**src/hw/rtl/dcph_pkg.sv**
```systemverilog
// Shared types, constants and helper functions for the daisy-chain position handshake.
// Used by the front, queue, back, top level and checker; no dependencies.
`timescale 1ns / 1ps
`default_nettype none

package dcph_pkg;

  // Serial vector length and the number of results one address send produces
  localparam int VECTOR_BITS  = 8;
  localparam int SEND_RESULTS = 4 + 2 * VECTOR_BITS + 1;
  localparam int IDX_W        = $clog2(SEND_RESULTS);

  // Bit positions inside the pin drive level word
  localparam logic [3:0] D_LEFT  = 4'd0;
  localparam logic [3:0] D_BELOW = 4'd2;
  localparam logic [3:0] D_DATA  = 4'd4;
  localparam logic [3:0] D_CLK   = 4'd5;
  localparam logic [3:0] D_ABOVE = 4'd6;
  localparam logic [3:0] D_RIGHT = 4'd8;

  localparam logic [11:0] PDL_RESET = 12'h005;

  // Address field masks
  localparam logic [7:0] X_MASK = 8'b0000_0111;
  localparam logic [7:0] Y_MASK = 8'b0111_1000;

  // Slave select drive codes
  localparam logic [1:0] SDRV_RELEASED = 2'd0;
  localparam logic [1:0] SDRV_LOW      = 2'd1;
  localparam logic [1:0] SDRV_HIGH     = 2'd2;
  localparam logic [1:0] SDRV_PULLUP   = 2'd3;

  // Master select drive codes
  localparam logic [1:0] MDRV_RELEASED = 2'd0;
  localparam logic [1:0] MDRV_LOW      = 2'd1;
  localparam logic [1:0] MDRV_HIGH     = 2'd2;

  // Input command codes
  localparam logic CMD_SAMPLE = 1'b0;
  localparam logic CMD_TICK   = 1'b1;

  typedef enum logic [3:0] {
    PH_POWER_ON     = 4'd0,
    PH_START_SLAVE  = 4'd1,
    PH_SLAVE_A      = 4'd2,
    PH_SLAVE_B      = 4'd3,
    PH_SERIAL_SLAVE = 4'd4,
    PH_START_MASTER = 4'd5,
    PH_MASTER_A     = 4'd6,
    PH_MASTER_B     = 4'd7,
    PH_MASTER_SEND  = 4'd8
  } phase_t;

  typedef enum logic [1:0] {
    JOB_ONE  = 2'd0,
    JOB_TWO  = 2'd1,
    JOB_SEND = 2'd2
  } job_kind_t;

  typedef struct packed {
    logic       cmd;
    logic       slave_clock;
    logic       slave_data;
    logic       from_left_select;
    logic       from_below_select;
    logic       to_above_select;
    logic       to_right_select;
  } in_item_t;

  typedef struct packed {
    logic [3:0] phase;
    logic [1:0] left_select_drive;
    logic [1:0] below_select_drive;
    logic       master_data_out;
    logic       master_clock_out;
    logic [1:0] above_select_drive;
    logic [1:0] right_select_drive;
    logic [6:0] position_address;
    logic       address_valid;
  } out_rec_t;

  // One queued request for the back part: up to two ready records or an address send
  typedef struct packed {
    job_kind_t kind;
    logic      serve_above;
    out_rec_t  rec_a;
    out_rec_t  rec_b;
  } job_t;

  function automatic logic [1:0] slave_code(input logic dir, input logic lvl);
    logic [1:0] code;
    if (dir) code = lvl ? SDRV_HIGH : SDRV_LOW;
    else     code = lvl ? SDRV_PULLUP : SDRV_RELEASED;
    return code;
  endfunction

  function automatic logic [1:0] master_code(input logic dir, input logic lvl);
    logic [1:0] code;
    if (!dir) code = MDRV_RELEASED;
    else      code = lvl ? MDRV_HIGH : MDRV_LOW;
    return code;
  endfunction

  // Build a result record from the protocol phase, pin drives and address
  function automatic out_rec_t make_rec(input logic [3:0] ph, input logic [11:0] pdl,
                                        input logic [6:0] addr);
    out_rec_t r;
    r.phase              = ph;
    r.left_select_drive  = slave_code(pdl[D_LEFT], pdl[D_LEFT + 4'd1]);
    r.below_select_drive = slave_code(pdl[D_BELOW], pdl[D_BELOW + 4'd1]);
    r.master_data_out    = pdl[D_DATA];
    r.master_clock_out   = pdl[D_CLK];
    r.above_select_drive = master_code(pdl[D_ABOVE], pdl[D_ABOVE + 4'd1]);
    r.right_select_drive = master_code(pdl[D_RIGHT], pdl[D_RIGHT + 4'd1]);
    r.position_address   = addr;
    r.address_valid      = (ph >= PH_START_MASTER) && (ph <= PH_MASTER_SEND);
    return r;
  endfunction

endpackage

`default_nettype wire

```
**src/hw/rtl/daisy_chain_position_handshake_core.sv**
```systemverilog
// Daisy-chain position handshake: an input request carries either a pin sample
// or a select toggle tick and yields zero, one, two or twenty-one results. The
// front part runs the protocol and can take one request per cycle while the
// two-entry job queue has room; the back part emits one result per cycle from
// its output register while results are popped. A request with one result thus
// sustains one per cycle, its result passing the job queue and then the output
// register; the address send occupies the result stage for all of its results,
// during which the queue holds one further request with results (ticks that
// yield nothing are still taken until the queue fills). No clearing pass follows
// reset. Top level: ties dcph_front, dcph_queue and dcph_back. Depends on dcph_pkg.
`timescale 1ns / 1ps
`default_nettype none

module daisy_chain_position_handshake_core (
  input  wire logic       clk,
  input  wire logic       rst_n,
  input  wire logic       in_push,
  output logic            in_full,
  input  wire logic       in_cmd,
  input  wire logic       in_slave_clock,
  input  wire logic       in_slave_data,
  input  wire logic       in_from_left_select,
  input  wire logic       in_from_below_select,
  input  wire logic       in_to_above_select,
  input  wire logic       in_to_right_select,
  output logic            out_empty,
  input  wire logic       out_pop,
  output logic [3:0]      out_phase,
  output logic [1:0]      out_left_select_drive,
  output logic [1:0]      out_below_select_drive,
  output logic            out_master_data_out,
  output logic            out_master_clock_out,
  output logic [1:0]      out_above_select_drive,
  output logic [1:0]      out_right_select_drive,
  output logic [6:0]      out_position_address,
  output logic            out_address_valid,
  output logic            out_last
);
  import dcph_pkg::*;

  in_item_t item;
  job_t     push_job;
  job_t     head_job;
  out_rec_t rec;
  logic     item_ready;
  logic     q_push;
  logic     q_full;
  logic     q_not_empty;
  logic     job_pop;
  logic     res_valid;

  assign item = '{cmd: in_cmd, slave_clock: in_slave_clock, slave_data: in_slave_data,
                  from_left_select: in_from_left_select,
                  from_below_select: in_from_below_select,
                  to_above_select: in_to_above_select,
                  to_right_select: in_to_right_select};

  assign in_full = !item_ready;

  dcph_front u_front (
    .clk        (clk),
    .rst_n      (rst_n),
    .item_valid (in_push),
    .item       (item),
    .q_full     (q_full),
    .item_ready (item_ready),
    .q_push     (q_push),
    .q_job      (push_job)
  );

  dcph_queue u_queue (
    .clk       (clk),
    .rst_n     (rst_n),
    .push      (q_push),
    .push_job  (push_job),
    .pop       (job_pop),
    .full      (q_full),
    .not_empty (q_not_empty),
    .head_job  (head_job)
  );

  dcph_back u_back (
    .clk       (clk),
    .rst_n     (rst_n),
    .job_valid (q_not_empty),
    .job       (head_job),
    .res_pop   (out_pop),
    .job_pop   (job_pop),
    .res_valid (res_valid),
    .res_rec   (rec),
    .res_last  (out_last)
  );

  // Result ports
  assign out_empty              = !res_valid;
  assign out_phase              = rec.phase;
  assign out_left_select_drive  = rec.left_select_drive;
  assign out_below_select_drive = rec.below_select_drive;
  assign out_master_data_out    = rec.master_data_out;
  assign out_master_clock_out   = rec.master_clock_out;
  assign out_above_select_drive = rec.above_select_drive;
  assign out_right_select_drive = rec.right_select_drive;
  assign out_position_address   = rec.position_address;
  assign out_address_valid      = rec.address_valid;

endmodule

`default_nettype wire

```
**src/hw/rtl/dcph_front.sv**
```systemverilog
// Front part: accepts input requests, runs the protocol state machine and
// queues a job describing the results. Depends on dcph_pkg.
`timescale 1ns / 1ps
`default_nettype none

module dcph_front (
  input  wire logic             clk,
  input  wire logic             rst_n,
  input  wire logic             item_valid,
  input  wire dcph_pkg::in_item_t item,
  input  wire logic             q_full,
  output logic                  item_ready,
  output logic                  q_push,
  output dcph_pkg::job_t        q_job
);
  import dcph_pkg::*;

  phase_t      phase_r, phase_nxt;
  logic [5:0]  prev_r, prev_nxt;
  logic        slc_r, slc_nxt;
  logic        efl_r, efl_nxt;
  logic        efb_r, efb_nxt;
  logic        sa_r, sa_nxt;
  logic [3:0]  br_r, br_nxt;
  logic [7:0]  rb_r, rb_nxt;
  logic [6:0]  addr_r, addr_nxt;
  logic [11:0] pdl_r, pdl_nxt;
  logic        accept;

  assign item_ready = !q_full;
  assign accept     = item_valid && !q_full;

  // State registers
  always_ff @(posedge clk) begin
    if (!rst_n) begin
      phase_r <= PH_START_SLAVE;
      prev_r  <= '0;
      slc_r   <= 1'b1;
      efl_r   <= 1'b0;
      efb_r   <= 1'b0;
      sa_r    <= 1'b0;
      br_r    <= 4'(VECTOR_BITS);
      rb_r    <= '0;
      addr_r  <= '0;
      pdl_r   <= PDL_RESET;
    end else if (accept) begin
      phase_r <= phase_nxt;
      prev_r  <= prev_nxt;
      slc_r   <= slc_nxt;
      efl_r   <= efl_nxt;
      efb_r   <= efb_nxt;
      sa_r    <= sa_nxt;
      br_r    <= br_nxt;
      rb_r    <= rb_nxt;
      addr_r  <= addr_nxt;
      pdl_r   <= pdl_nxt;
    end
  end

  // Next state and job
  always_comb begin
    logic [5:0] cur;
    logic [5:0] chg;
    logic       clk_rise;
    logic       clk_fall;
    logic       data;
    logic       sel_pin;
    logic [3:0] cp;
    logic [3:0] sp;
    logic       bch;
    logic       lch;
    logic       done;
    logic       has_res;
    logic [7:0] sum_x;
    logic [7:0] sum_y;
    logic [3:0] br_dec;

    phase_nxt = phase_r;
    prev_nxt  = prev_r;
    slc_nxt   = slc_r;
    efl_nxt   = efl_r;
    efb_nxt   = efb_r;
    sa_nxt    = sa_r;
    br_nxt    = br_r;
    rb_nxt    = rb_r;
    addr_nxt  = addr_r;
    pdl_nxt   = pdl_r;
    has_res   = 1'b1;
    q_job.kind        = JOB_ONE;
    q_job.serve_above = sa_r;
    q_job.rec_a       = '0;
    q_job.rec_b       = '0;

    cur = {item.to_right_select, item.to_above_select, item.from_below_select,
           item.from_left_select, item.slave_data, item.slave_clock};
    chg      = cur ^ prev_r;
    data     = cur[1];
    clk_rise = chg[0] && !prev_r[0];
    clk_fall = chg[0] && prev_r[0];
    sel_pin  = slc_r ? cur[2] : cur[3];
    cp       = slc_r ? D_LEFT : D_BELOW;
    sp       = sa_r ? D_ABOVE : D_RIGHT;
    bch      = chg[3] && !efl_r;
    lch      = chg[2] && !efb_r;
    done     = 1'b0;
    br_dec   = br_r - 4'd1;
    sum_x    = rb_r + {7'd0, efl_r};
    sum_y    = rb_r + {4'd0, efb_r, 3'd0};

    if (item.cmd == CMD_TICK) begin
      // Select toggle: only meaningful while waiting for a master
      if (phase_r == PH_START_SLAVE) begin
        if (pdl_r[cp + 4'd1]) begin
          pdl_nxt[cp + 4'd1] = 1'b0;
          q_job.rec_a = make_rec(phase_r, pdl_nxt, addr_r);
          q_job.kind  = JOB_TWO;
          slc_nxt     = !slc_r;
          pdl_nxt[(slc_r ? D_BELOW : D_LEFT) + 4'd1] = 1'b1;
        end else begin
          pdl_nxt[cp + 4'd1] = 1'b1;
        end
      end else begin
        has_res = 1'b0;
      end
    end else begin
      prev_nxt = cur;
      unique case (phase_r)
        PH_START_SLAVE: begin
          if (clk_rise && data) begin
            phase_nxt          = PH_SLAVE_A;
            pdl_nxt[cp + 4'd1] = 1'b0;
          end
        end
        PH_SLAVE_A: begin
          if (clk_fall) begin
            phase_nxt          = PH_SLAVE_B;
            pdl_nxt[cp + 4'd1] = 1'b1;
            q_job.rec_a        = make_rec(PH_SLAVE_B, pdl_nxt, addr_r);
            q_job.kind         = JOB_TWO;
            pdl_nxt[cp]        = 1'b0;
          end else begin
            phase_nxt = PH_START_SLAVE;
          end
        end
        PH_SLAVE_B: begin
          if (clk_rise && !data && !sel_pin) begin
            phase_nxt        = PH_SERIAL_SLAVE;
            pdl_nxt[D_LEFT]  = 1'b0;
            pdl_nxt[D_BELOW] = 1'b0;
          end else begin
            phase_nxt = PH_START_SLAVE;
          end
        end
        PH_SERIAL_SLAVE: begin
          if (bch) begin
            if (prev_r[3]) done = 1'b1;
            else           efb_nxt = 1'b1;
          end else if (lch) begin
            if (prev_r[2]) done = 1'b1;
            else           efl_nxt = 1'b1;
          end else if (clk_rise && br_r != 4'd0 && br_r <= 4'(VECTOR_BITS)) begin
            br_nxt = br_dec;
            rb_nxt = rb_r | (8'(data) << br_dec[2:0]);
          end
          if (done) begin
            br_nxt           = 4'(VECTOR_BITS);
            addr_nxt         = 7'((sum_x & X_MASK) | (sum_y & Y_MASK));
            phase_nxt        = PH_START_MASTER;
            pdl_nxt[D_ABOVE] = 1'b0;
            pdl_nxt[D_RIGHT] = 1'b0;
          end
        end
        PH_START_MASTER: begin
          if (chg[4] && !prev_r[4]) begin
            sa_nxt    = 1'b1;
            phase_nxt = PH_MASTER_A;
          end else if (chg[5] && !prev_r[5]) begin
            phase_nxt = PH_MASTER_A;
          end
          if (phase_nxt == PH_MASTER_A) begin
            pdl_nxt[D_DATA] = 1'b1;
            pdl_nxt[D_CLK]  = 1'b1;
          end
        end
        PH_MASTER_A: begin
          if ((chg[5:4] != 2'b00) && (prev_r[5:4] != 2'b00)) begin
            phase_nxt       = PH_MASTER_B;
            pdl_nxt[D_DATA] = 1'b0;
            pdl_nxt[D_CLK]  = 1'b0;
          end
        end
        PH_MASTER_B: begin
          if ((chg[5:4] != 2'b00) && (prev_r[5:4] == 2'b00)) begin
            phase_nxt          = PH_MASTER_SEND;
            q_job.kind         = JOB_SEND;
            q_job.rec_a        = make_rec(PH_MASTER_SEND, pdl_r, addr_r);
            // Pin state once the whole vector has gone out
            pdl_nxt[sp]        = 1'b1;
            pdl_nxt[sp + 4'd1] = 1'b0;
            pdl_nxt[D_DATA]    = addr_r[0];
            pdl_nxt[D_CLK]     = 1'b0;
          end
        end
        default: begin
        end
      endcase
    end

    // Final record of the request
    if (q_job.kind == JOB_ONE) q_job.rec_a = make_rec(phase_nxt, pdl_nxt, addr_nxt);
    if (q_job.kind == JOB_TWO) q_job.rec_b = make_rec(phase_nxt, pdl_nxt, addr_nxt);
    q_push = accept && has_res;
  end

endmodule

`default_nettype wire

```
**src/hw/rtl/dcph_queue.sv**
```systemverilog
// Two-entry job queue between the front and back parts.
// Depends on dcph_pkg.
`timescale 1ns / 1ps
`default_nettype none

module dcph_queue (
  input  wire logic           clk,
  input  wire logic           rst_n,
  input  wire logic           push,
  input  wire dcph_pkg::job_t push_job,
  input  wire logic           pop,
  output logic                full,
  output logic                not_empty,
  output dcph_pkg::job_t      head_job
);
  import dcph_pkg::*;

  job_t       slot_r [2];
  logic       wr_ptr_r;
  logic       rd_ptr_r;
  logic [1:0] count_r;
  logic       do_push;
  logic       do_pop;

  assign full      = (count_r == 2'd2);
  assign not_empty = (count_r != 2'd0);
  assign head_job  = slot_r[rd_ptr_r];
  assign do_push   = push && !full;
  assign do_pop    = pop && not_empty;

  // Pointers and fill count
  always_ff @(posedge clk) begin
    if (!rst_n) begin
      wr_ptr_r <= 1'b0;
      rd_ptr_r <= 1'b0;
      count_r  <= 2'd0;
    end else begin
      if (do_push) wr_ptr_r <= !wr_ptr_r;
      if (do_pop)  rd_ptr_r <= !rd_ptr_r;
      if (do_push && !do_pop)      count_r <= count_r + 2'd1;
      else if (!do_push && do_pop) count_r <= count_r - 2'd1;
    end
  end

  // Job storage
  always_ff @(posedge clk) begin
    if (do_push) slot_r[wr_ptr_r] <= push_job;
  end

endmodule

`default_nettype wire

```
**src/hw/rtl/dcph_back.sv**
```systemverilog
// Back part: expands queued jobs into result records, one per cycle while results
// are taken, into the output register. Depends on dcph_pkg.
`timescale 1ns / 1ps
`default_nettype none

module dcph_back (
  input  wire logic           clk,
  input  wire logic           rst_n,
  input  wire logic           job_valid,
  input  wire dcph_pkg::job_t job,
  input  wire logic           res_pop,
  output logic                job_pop,
  output logic                res_valid,
  output dcph_pkg::out_rec_t  res_rec,
  output logic                res_last
);
  import dcph_pkg::*;

  logic [IDX_W-1:0] idx_r, idx_nxt;
  logic             valid_r, valid_nxt;
  out_rec_t         rec_r, rec_nxt;
  logic             last_r, last_nxt;
  logic             load;

  assign res_valid = valid_r;
  assign res_rec   = rec_r;
  assign res_last  = last_r;
  assign load      = job_valid && (!valid_r || res_pop);

  always_ff @(posedge clk) begin
    if (!rst_n) begin
      idx_r   <= '0;
      valid_r <= 1'b0;
    end else begin
      idx_r   <= idx_nxt;
      valid_r <= valid_nxt;
    end
  end

  always_ff @(posedge clk) begin
    if (load) begin
      rec_r  <= rec_nxt;
      last_r <= last_nxt;
    end
  end

  // Record selection and address send sequencing
  always_comb begin
    logic [1:0]       sp_code;
    logic [IDX_W-1:0] tmp;
    logic [2:0]       bit_idx;
    logic [7:0]       addr8;
    logic [IDX_W-1:0] final_idx;

    rec_nxt   = job.rec_a;
    sp_code   = MDRV_LOW;
    tmp       = idx_r - IDX_W'(4);
    bit_idx   = ~tmp[3:1];
    addr8     = {1'b0, job.rec_a.position_address};
    final_idx = '0;

    case (job.kind)
      JOB_ONE: final_idx = '0;
      JOB_TWO: begin
        final_idx = IDX_W'(1);
        if (idx_r != '0) rec_nxt = job.rec_b;
      end
      JOB_SEND: begin
        final_idx = IDX_W'(SEND_RESULTS - 1);
        // Select line goes high after the start clock pulse, low at the end
        if (idx_r >= IDX_W'(3) && idx_r < final_idx) sp_code = MDRV_HIGH;
        rec_nxt.master_clock_out =
          (idx_r == IDX_W'(1)) || (idx_r >= IDX_W'(4) && idx_r < final_idx && !idx_r[0]);
        if (idx_r == final_idx)     rec_nxt.master_data_out = addr8[0];
        else if (idx_r >= IDX_W'(4)) rec_nxt.master_data_out = addr8[bit_idx];
        if (job.serve_above) rec_nxt.above_select_drive = sp_code;
        else                 rec_nxt.right_select_drive = sp_code;
      end
      default: final_idx = '0;
    endcase

    last_nxt  = (idx_r == final_idx);
    job_pop   = load && last_nxt;
    idx_nxt   = idx_r;
    valid_nxt = valid_r;
    if (res_pop) valid_nxt = 1'b0;
    if (load) begin
      valid_nxt = 1'b1;
      idx_nxt   = last_nxt ? '0 : idx_r + IDX_W'(1);
    end
  end

endmodule

`default_nettype wire

```
**config.mk**
```make
export PLATFORM = sky130hd
export DESIGN_NAME = daisy_chain_position_handshake_core
export DESIGN_NICKNAME = d
export VERILOG_FILES = /design/src/hw/rtl/dcph_pkg.sv /design/src/hw/rtl/daisy_chain_position_handshake_core.sv /design/src/hw/rtl/dcph_front.sv /design/src/hw/rtl/dcph_queue.sv /design/src/hw/rtl/dcph_back.sv
export SDC_FILE = /design/constraint.sdc
export NUM_CORES = 1
export LEC_CHECK = 0
export BUFFER_PORTS_ARGS = -buffer_cell sky130_fd_sc_hd__buf_4
export CAP_MARGIN = 20
export CELL_PAD_IN_SITES_DETAIL_PLACEMENT = 2
export CELL_PAD_IN_SITES_GLOBAL_PLACEMENT = 2
export CORE_MARGIN = 2
export CORE_UTILIZATION = 44
export CTS_BUF_LIST = sky130_fd_sc_hd__clkbuf_4
export CTS_CLUSTER_DIAMETER = 100
export DETAILED_ROUTE_END_ITERATION = 8
export GPL_ROUTABILITY_DRIVEN = 0
export PLACE_DENSITY_LB_ADDON = 0.1
export SYNTH_ARGS = -nofsm -noshare
export SYNTH_HDL_FRONTEND = slang
export SYNTH_SLANG_ARGS = --single-unit
```
**constraint.sdc**
```tcl
create_clock -name clk -period 5.25 [get_ports clk]
set_clock_uncertainty 0.05 [all_clocks]
set_input_delay 0.525 -clock clk [delete_from_list [all_inputs] [get_ports clk]]
set_output_delay 0.525 -clock clk [all_outputs]
set_load 0.1 [all_outputs]
```
**Yosys cells after proc, flatten, opt, wreduce, memory -nomap -nowiden**

Memory sizes are Yosys's and may differ from the RTL's. A register that Yosys moved wholly into a read port is not among the register bits.
Cells that the tools add are included.

- Eq/ne operators: 21
- Reduce and logical (&&, ||, !) cells: 67
- Shift-type cells: 1
- Bitwise gates (word level): 18
- Muxes and demuxes: 139
- Add/sub/neg operators: 10
- Order comparisons: 19

Operators by type and width:

| operator | count |
|---|---|
| 2-to-1 mux 22 bit | 7 |
| 2-to-1 mux 2 bit | 53 |
| 2-to-1 mux 12 bit | 6 |
| 2-to-1 mux 4 bit | 14 |
| one-hot mux 22 bit (2 select lines) | 1 |
| bitwise AND 12 bit | 3 |
| NOT 12 bit | 3 |
| bitwise OR 12 bit | 3 |
| logical AND 1 bit | 31 |
| 2-to-1 mux 1 bit | 30 |
| one-hot mux 4 bit (7 select lines) | 1 |
| < comparator 4 x 5 -> 1 bit, second input constant | 5 |
| AND reduction 6 bit | 4 |
| 2-to-1 mux 7 bit | 3 |
| demux 1 bit (select 4 bit) | 5 |
| == test 4 x 3 -> 1 bit, second input constant | 5 |
| >= comparator 4 x 1 -> 1 bit, second input constant | 5 |
| 2-to-1 mux 20 bit | 1 |
| 2-to-1 mux 8 bit | 2 |
| one-hot mux 1 bit (4 select lines) | 4 |
| zero test 1 bit | 15 |
| adder 4 x 1 -> 4 bit, second input constant | 3 |
| less-or-equal comparator 4 bit, second input constant | 3 |
| one-hot mux 6 bit (2 select lines) | 1 |
| 47 further kinds | 67 |

- Bits in registers: 78
- Input bits: 11
- Output and inout port bits: 25
- RAM bits: 94
- Logic and storage cells: 302
- Memories kept: 1

Memory list:

| name | depth | width | rd ports | clocked after memory_dff | write ports | line | text |
|---|---|---|---|---|---|---|---|
| u_queue.slot_r | 2 | 47 | 1 | 1 | 1 | dcph_queue.sv:18 | `job_t slot_r [2];` |

**Depth between registers and ports, before layout**

- Depth in word-level cells: 15
- Mapped depth: 14

**Modules after synthesis**

Synthesis repeated with hierarchy kept, for this count alone.

- Cells, all modules: 686
- Area total of the unflattened synthesis: 8,177.8 sq um

By module, submodules not included:

| module | area each (sq um) | times used | sequential area each (sq um) | cells each |
|---|---|---|---|---|
| dcph_queue | 3,632.2 | 1 | 2,922.8 | 171 |
| dcph_front | 2,829.0 | 1 | 820.8 | 368 |
| dcph_back | 1,709.1 | 1 | 810.8 | 145 |
| daisy_chain_position_handshake_core | 7.5 | 1 | 0.0 | 2 |

**Least setup slack after synthesis**

Ideal clock, no wire load.

- Kind: register -> register
- Start: reg u_front.phase_r[1]
- End: mem u_queue.slot_r[1][0] (netlist bit), enable pin
- Arrival time: 3.306 ns
- Stages on the path, launching flop included: 5
- Period minus slack after synthesis: 3.815 ns
- Path slack: 1.435 ns
- Path buffers: 1
- Cells stage by stage: dfxtp_1 > buf_6 > nor4b_2 > o21ai_0 > nor2b_1

- Cells in the longest elaborated chain, start to end: 7

Ends and longest elaborated chain:

| item | line | text |
|---|---|---|
| start: declaration | dcph_front.sv:18 | `phase_t phase_r, phase_nxt;` |
| start signal: assignment | dcph_front.sv:47 | `phase_r <= phase_nxt;` |
| == test 4 x 1 -> 1 bit | dcph_front.sv:112 | `if (phase_r == PH_START_SLAVE) begin` |
| 2-to-1 mux 1 bit | dcph_front.sv:112 |  |
| 2-to-1 mux 1 bit | dcph_front.sv:110 | `if (item.cmd == CMD_TICK) begin` |
| logical AND 1 bit | dcph_front.sv:212 | `q_push = accept && has_res;` |
| logical AND 1 bit | dcph_queue.sv:28 | `assign do_push = push && !full;` |
| 2-to-1 mux 1 bit | dcph_queue.sv:47 | `if (do_push) slot_r[wr_ptr_r] <= push_job;` |
| 2-to-1 mux 1 bit (implied by the code) | dcph_queue.sv:47 |  |
| end: declaration | dcph_queue.sv:18 |  |

Every way passes these cells.

**Worst setup path in the final report**

- Start: reg u_front.phase_r[0]
- End: mem u_queue.slot_r[0][42] (netlist bit), enable pin

Same word-level chain as after synthesis.

==> metrics.csv <==
stage,metric,value,unit
outcome,status,"finished, final reports clean",
clock_tree,Root Buffer,clkbuf_4,
logic_synthesis,most frequent cell after synthesis,edfxtp_1,
critical_path,CP required,5.48,ns
placed_design,dpl cell area,8370,sq um
pwr,Comb pwr share,0.396,
global_route,number of global-route vias before repair,5905,
layout,share of layout cells above drive strength 1,0.163,
critical_path,Worst R2R Path Depth,4,
layout,storage element area,4560,sq um
pwr,Switching Share,0.425,
critical_path,Reg-to-Reg End,u_queue.slot_r[0][42],
logic_synthesis,synthesized area per cell,12.1,sq um
logic_synthesis,Mapped Area,7880,sq um
logic_synthesis,fraction of registers with async set/reset,0,
layout,multi-input combinational cell area,3070,sq um
logic_synthesis,Synth area leader,edfxtp_1,
placed_design,Port Buf Inserts,35,
logic_synthesis,register area share after synthesis,0.578,
critical_path,Worst Setup End Kind,register,
floorplan,Core Area,17400,sq um
global_route,first-pass GRT wire length,34.3,mm
routing,Pre-antenna DRT Iters,5,
routing,1st-iter DRT viols,242,
layout,Area Growth Syn to Fin,9.97,%
layout,"non-filler cells, final",926,
critical_path,flop-to-flop setup slack,1.74,ns
layout,fillers,1712,
placed_design,cell count after placement,893,
clock_tree,CTS sink cnt,169,
floorplan,Die Footprint,19000,sq um
global_route,largest net degree at the start of global routing,47,
logic_synthesis,top post-synthesis cells by count,"edfxtp_1 (117), nor2_1 (65), dfxtp_1 (52), nand2_1 (47), inv_1 (34)",
pwr,Power Total,4.47,mW
sta,total negative slack,0,ns
clock_tree,worst skew pair latency,0.59,ns
sta,fin. max-slew vios,0,
clock_tree,post_cts resized,0,
critical_path,CP arrival,3.74,ns
critical_path,classification of the worst setup path,reg2reg,
routing,DRT Wirelength,21.9,mm
global_route,gr usage total,0.247,
logic_synthesis,most used flip-flop cell after synthesis,edfxtp_1,
floorplan,die width,138,um
sta,Fmax,0.285,GHz
pwr,Power Density,516,nW/um^2
logic_synthesis,synthesized flop and latch total,169,
critical_path,CP Launch Type,register,
clock_tree,postcts setup bufs,0,
job,Max Cap Viol,0,
worst_hold_path,hold endpoint,u_front.prev_r[4],
routing,vias per std cell,5.79,
floorplan,die height,138,um
pwr,P_sw,1.90,mW
clock_tree,cts bufs inserted,17,
worst_hold_path,HP Start,in_to_above_select,
placed_design,post-DP HPWL,15.5,mm
layout,post-layout utilization of the core,0.498,
logic_synthesis,share of Yosys cell area claimed by the top area cell type,0.446,
logic_synthesis,top post-synthesis cells by area,"edfxtp_1 (45%), dfxtp_1 (13%), mux4_2 (5.4%)",
sta,final hold viol count,0,
sta,min Tclk post-route,3.51,ns
critical_path,"slowest stage delay, CP",0.89,ns
pwr,Leakage,3.18,nW
critical_path,"Critical Path, Cell by Cell","nor4b_2, o21ai_0, nor2_4, buf_4",
sta,slew margin rel.,0.274,
clock_tree,Max clock buf depth,2,
floorplan,row cnt,48,
logic_synthesis,Post-Synthesis Cells,654,
pwr,clock share of power,0.181,
global_route,grt total ovfl,0,
clock_tree,H-tree levels,4,
critical_path,CP max stage cell,nor2_4,
global_route,initial antenna violation count,1,
logic_synthesis,number of flops mapped to enable cells by yosys,117,
sta,# setup viols final,0,
pwr,P_int,2.57,mW
clock_tree,CTS tree,built,
routing,DRC violations left,0,
logic_synthesis,unique cell type count in the Yosys netlist,74,
sta,actual slew at the worst max-slew pin,1.09,ns
critical_path,worst r2r src,u_front.phase_r[0],
routing,via count,5358,
routing,Final ANT Viol Nets,0,
clock_tree,clock input transition at the sequential cells of the worst setup and hold paths,0.14,ns
pwr,Sequential Power Share,0.423,
worst_hold_path,Worst Hold Class,in2reg,
pwr,Max IR drop VDD,0.000442,V
layout,final instance area,8670,sq um
critical_path,Critical Path Fanout Max,34,
sta,Tcrit/Tclk final,0.669,
layout,Final #Nets,714,
logic_synthesis,YS warnings,0,
floorplan,initial core utilization,0.453,
sta,RSZ-0062 raised after global routing,false,
clock_tree,cts-stage hold buffer count,0,
worst_hold_path,Hold Crit Depth,3,
floorplan,# IOs,36,
routing,WL/cell,23.6,um
[through the flow]
step	setup slack, ns	hold WS (ns)
after floorplan	1.44	0.368
after global placement	1.91	0.377
after detailed placement	1.69	0.401
after CTS	1.65	0.119
after global routing	1.35	0.176
final	1.74	0.155
[layer usage]
metal	GRT usage	up-vias	routed length [um]
li1	-	2463	-
met1	0.302	2784	9290
met2	0.441	82	11500
met3	0.0460	29	638
met4	0.0771	0	390
met5	0	-	0
[layout by cell type (no fill, tap or decap), types with 4 or more instances in the layout]
master and instances:
a21oi_1 20, a22oi_1 5, a31oi_1 9, and2_1 11, buf_4 42, clkbuf_4 20, conb_1 6, dfxtp_1 51
edfxtp_1 117, ha_1 16, inv_1 34, mux2_2 4, mux2i_1 26, mux4_2 19, nand2_1 47, nand2b_1 13
nand3_1 12, nor2_1 63, nor2b_1 17, nor3_1 13, nor3b_1 4, nor4_1 4, o211a_1 5, o211ai_1 4
o21a_1 9, o21ai_0 20, o22ai_1 5, or3_1 7, xnor2_1 13, xor2_1 9
[flip-flops by register name, indices dropped and copies added (netlist names), 2 cells and up, named ones only]
name,count
u_front.pdl_r,10
u_queue.count_r,2
u_front.phase_r,4
u_front.rb_r,7
u_queue.slot_r,94
u_front.addr_r,7
u_back.idx_r,5
u_front.br_r,4
u_front.prev_r,5
u_back.res_rec,22
[layout make-up]
class / instances / share of cell area
Timing Repair Buffer: 43 / 0.0377
Antenna cell: 1 / 0.000289
Inverter: 34 / 0.0147
Sequential cell: 169 / 0.526
Multi-Input combinational cell: 422 / 0.355
Clock buffer: 20 / 0.0173
Clock inverter: 12 / 0.0172
Tap cell: 225 / 0.0325
[logic make-up after synthesis]
kind of cell | Yosys count | synth area share
adders and majority gates | 16 | 0.0254
xor gates and xnor gates | 22 | 0.0244
muxes | 49 | 0.0930
DFF | 169 | 0.578
AOI/OAI and AO/OA | 114 | 0.100
buffers and inverters | 68 | 0.0367
and+or+nand+nor | 215 | 0.142
other | 1 | 0.000476
[how the worst max path moves through the flow]
stage | cells after the start | to | startpoint | slack (ns)
after floorplan | 4 | u_queue.slot_r[1][0] | u_front.phase_r[1] | 1.44
after global placement | 4 | u_queue.slot_r[0][20] | u_front.phase_r[0] | 1.91
after detailed placement | 4 | u_queue.slot_r[0][32] | u_front.phase_r[0] | 1.69
after CTS | 4 | u_queue.slot_r[0][0] | u_front.phase_r[0] | 1.65
after global routing | 4 | u_queue.slot_r[0][0] | u_front.phase_r[0] | 1.35
final | 4 | u_queue.slot_r[0][42] | u_front.phase_r[0] | 1.74
[worst max-delay path: cells and delay by family (launching register included)]
kind / cells / cell delay (ns)
AND/OR/NAND/NOR: 2 / 1.64
flip-flops: 1 / 0.67
AO/OA/AOI/OAI: 1 / 0.42
buffers and inverters: 1 / 0.39
[power by group through the flow]
stage	Clock [mW]	Sequential, mW	Combinational [mW]
global placement	0	1.88	1.68
CTS	0.828	1.90	1.79
finish	0.808	1.89	1.77
global route	0.878	1.92	1.87
detailed placement	0	1.92	1.78
floorplan	0	2.44	0.759
Power figures use the tool's default switching activity.
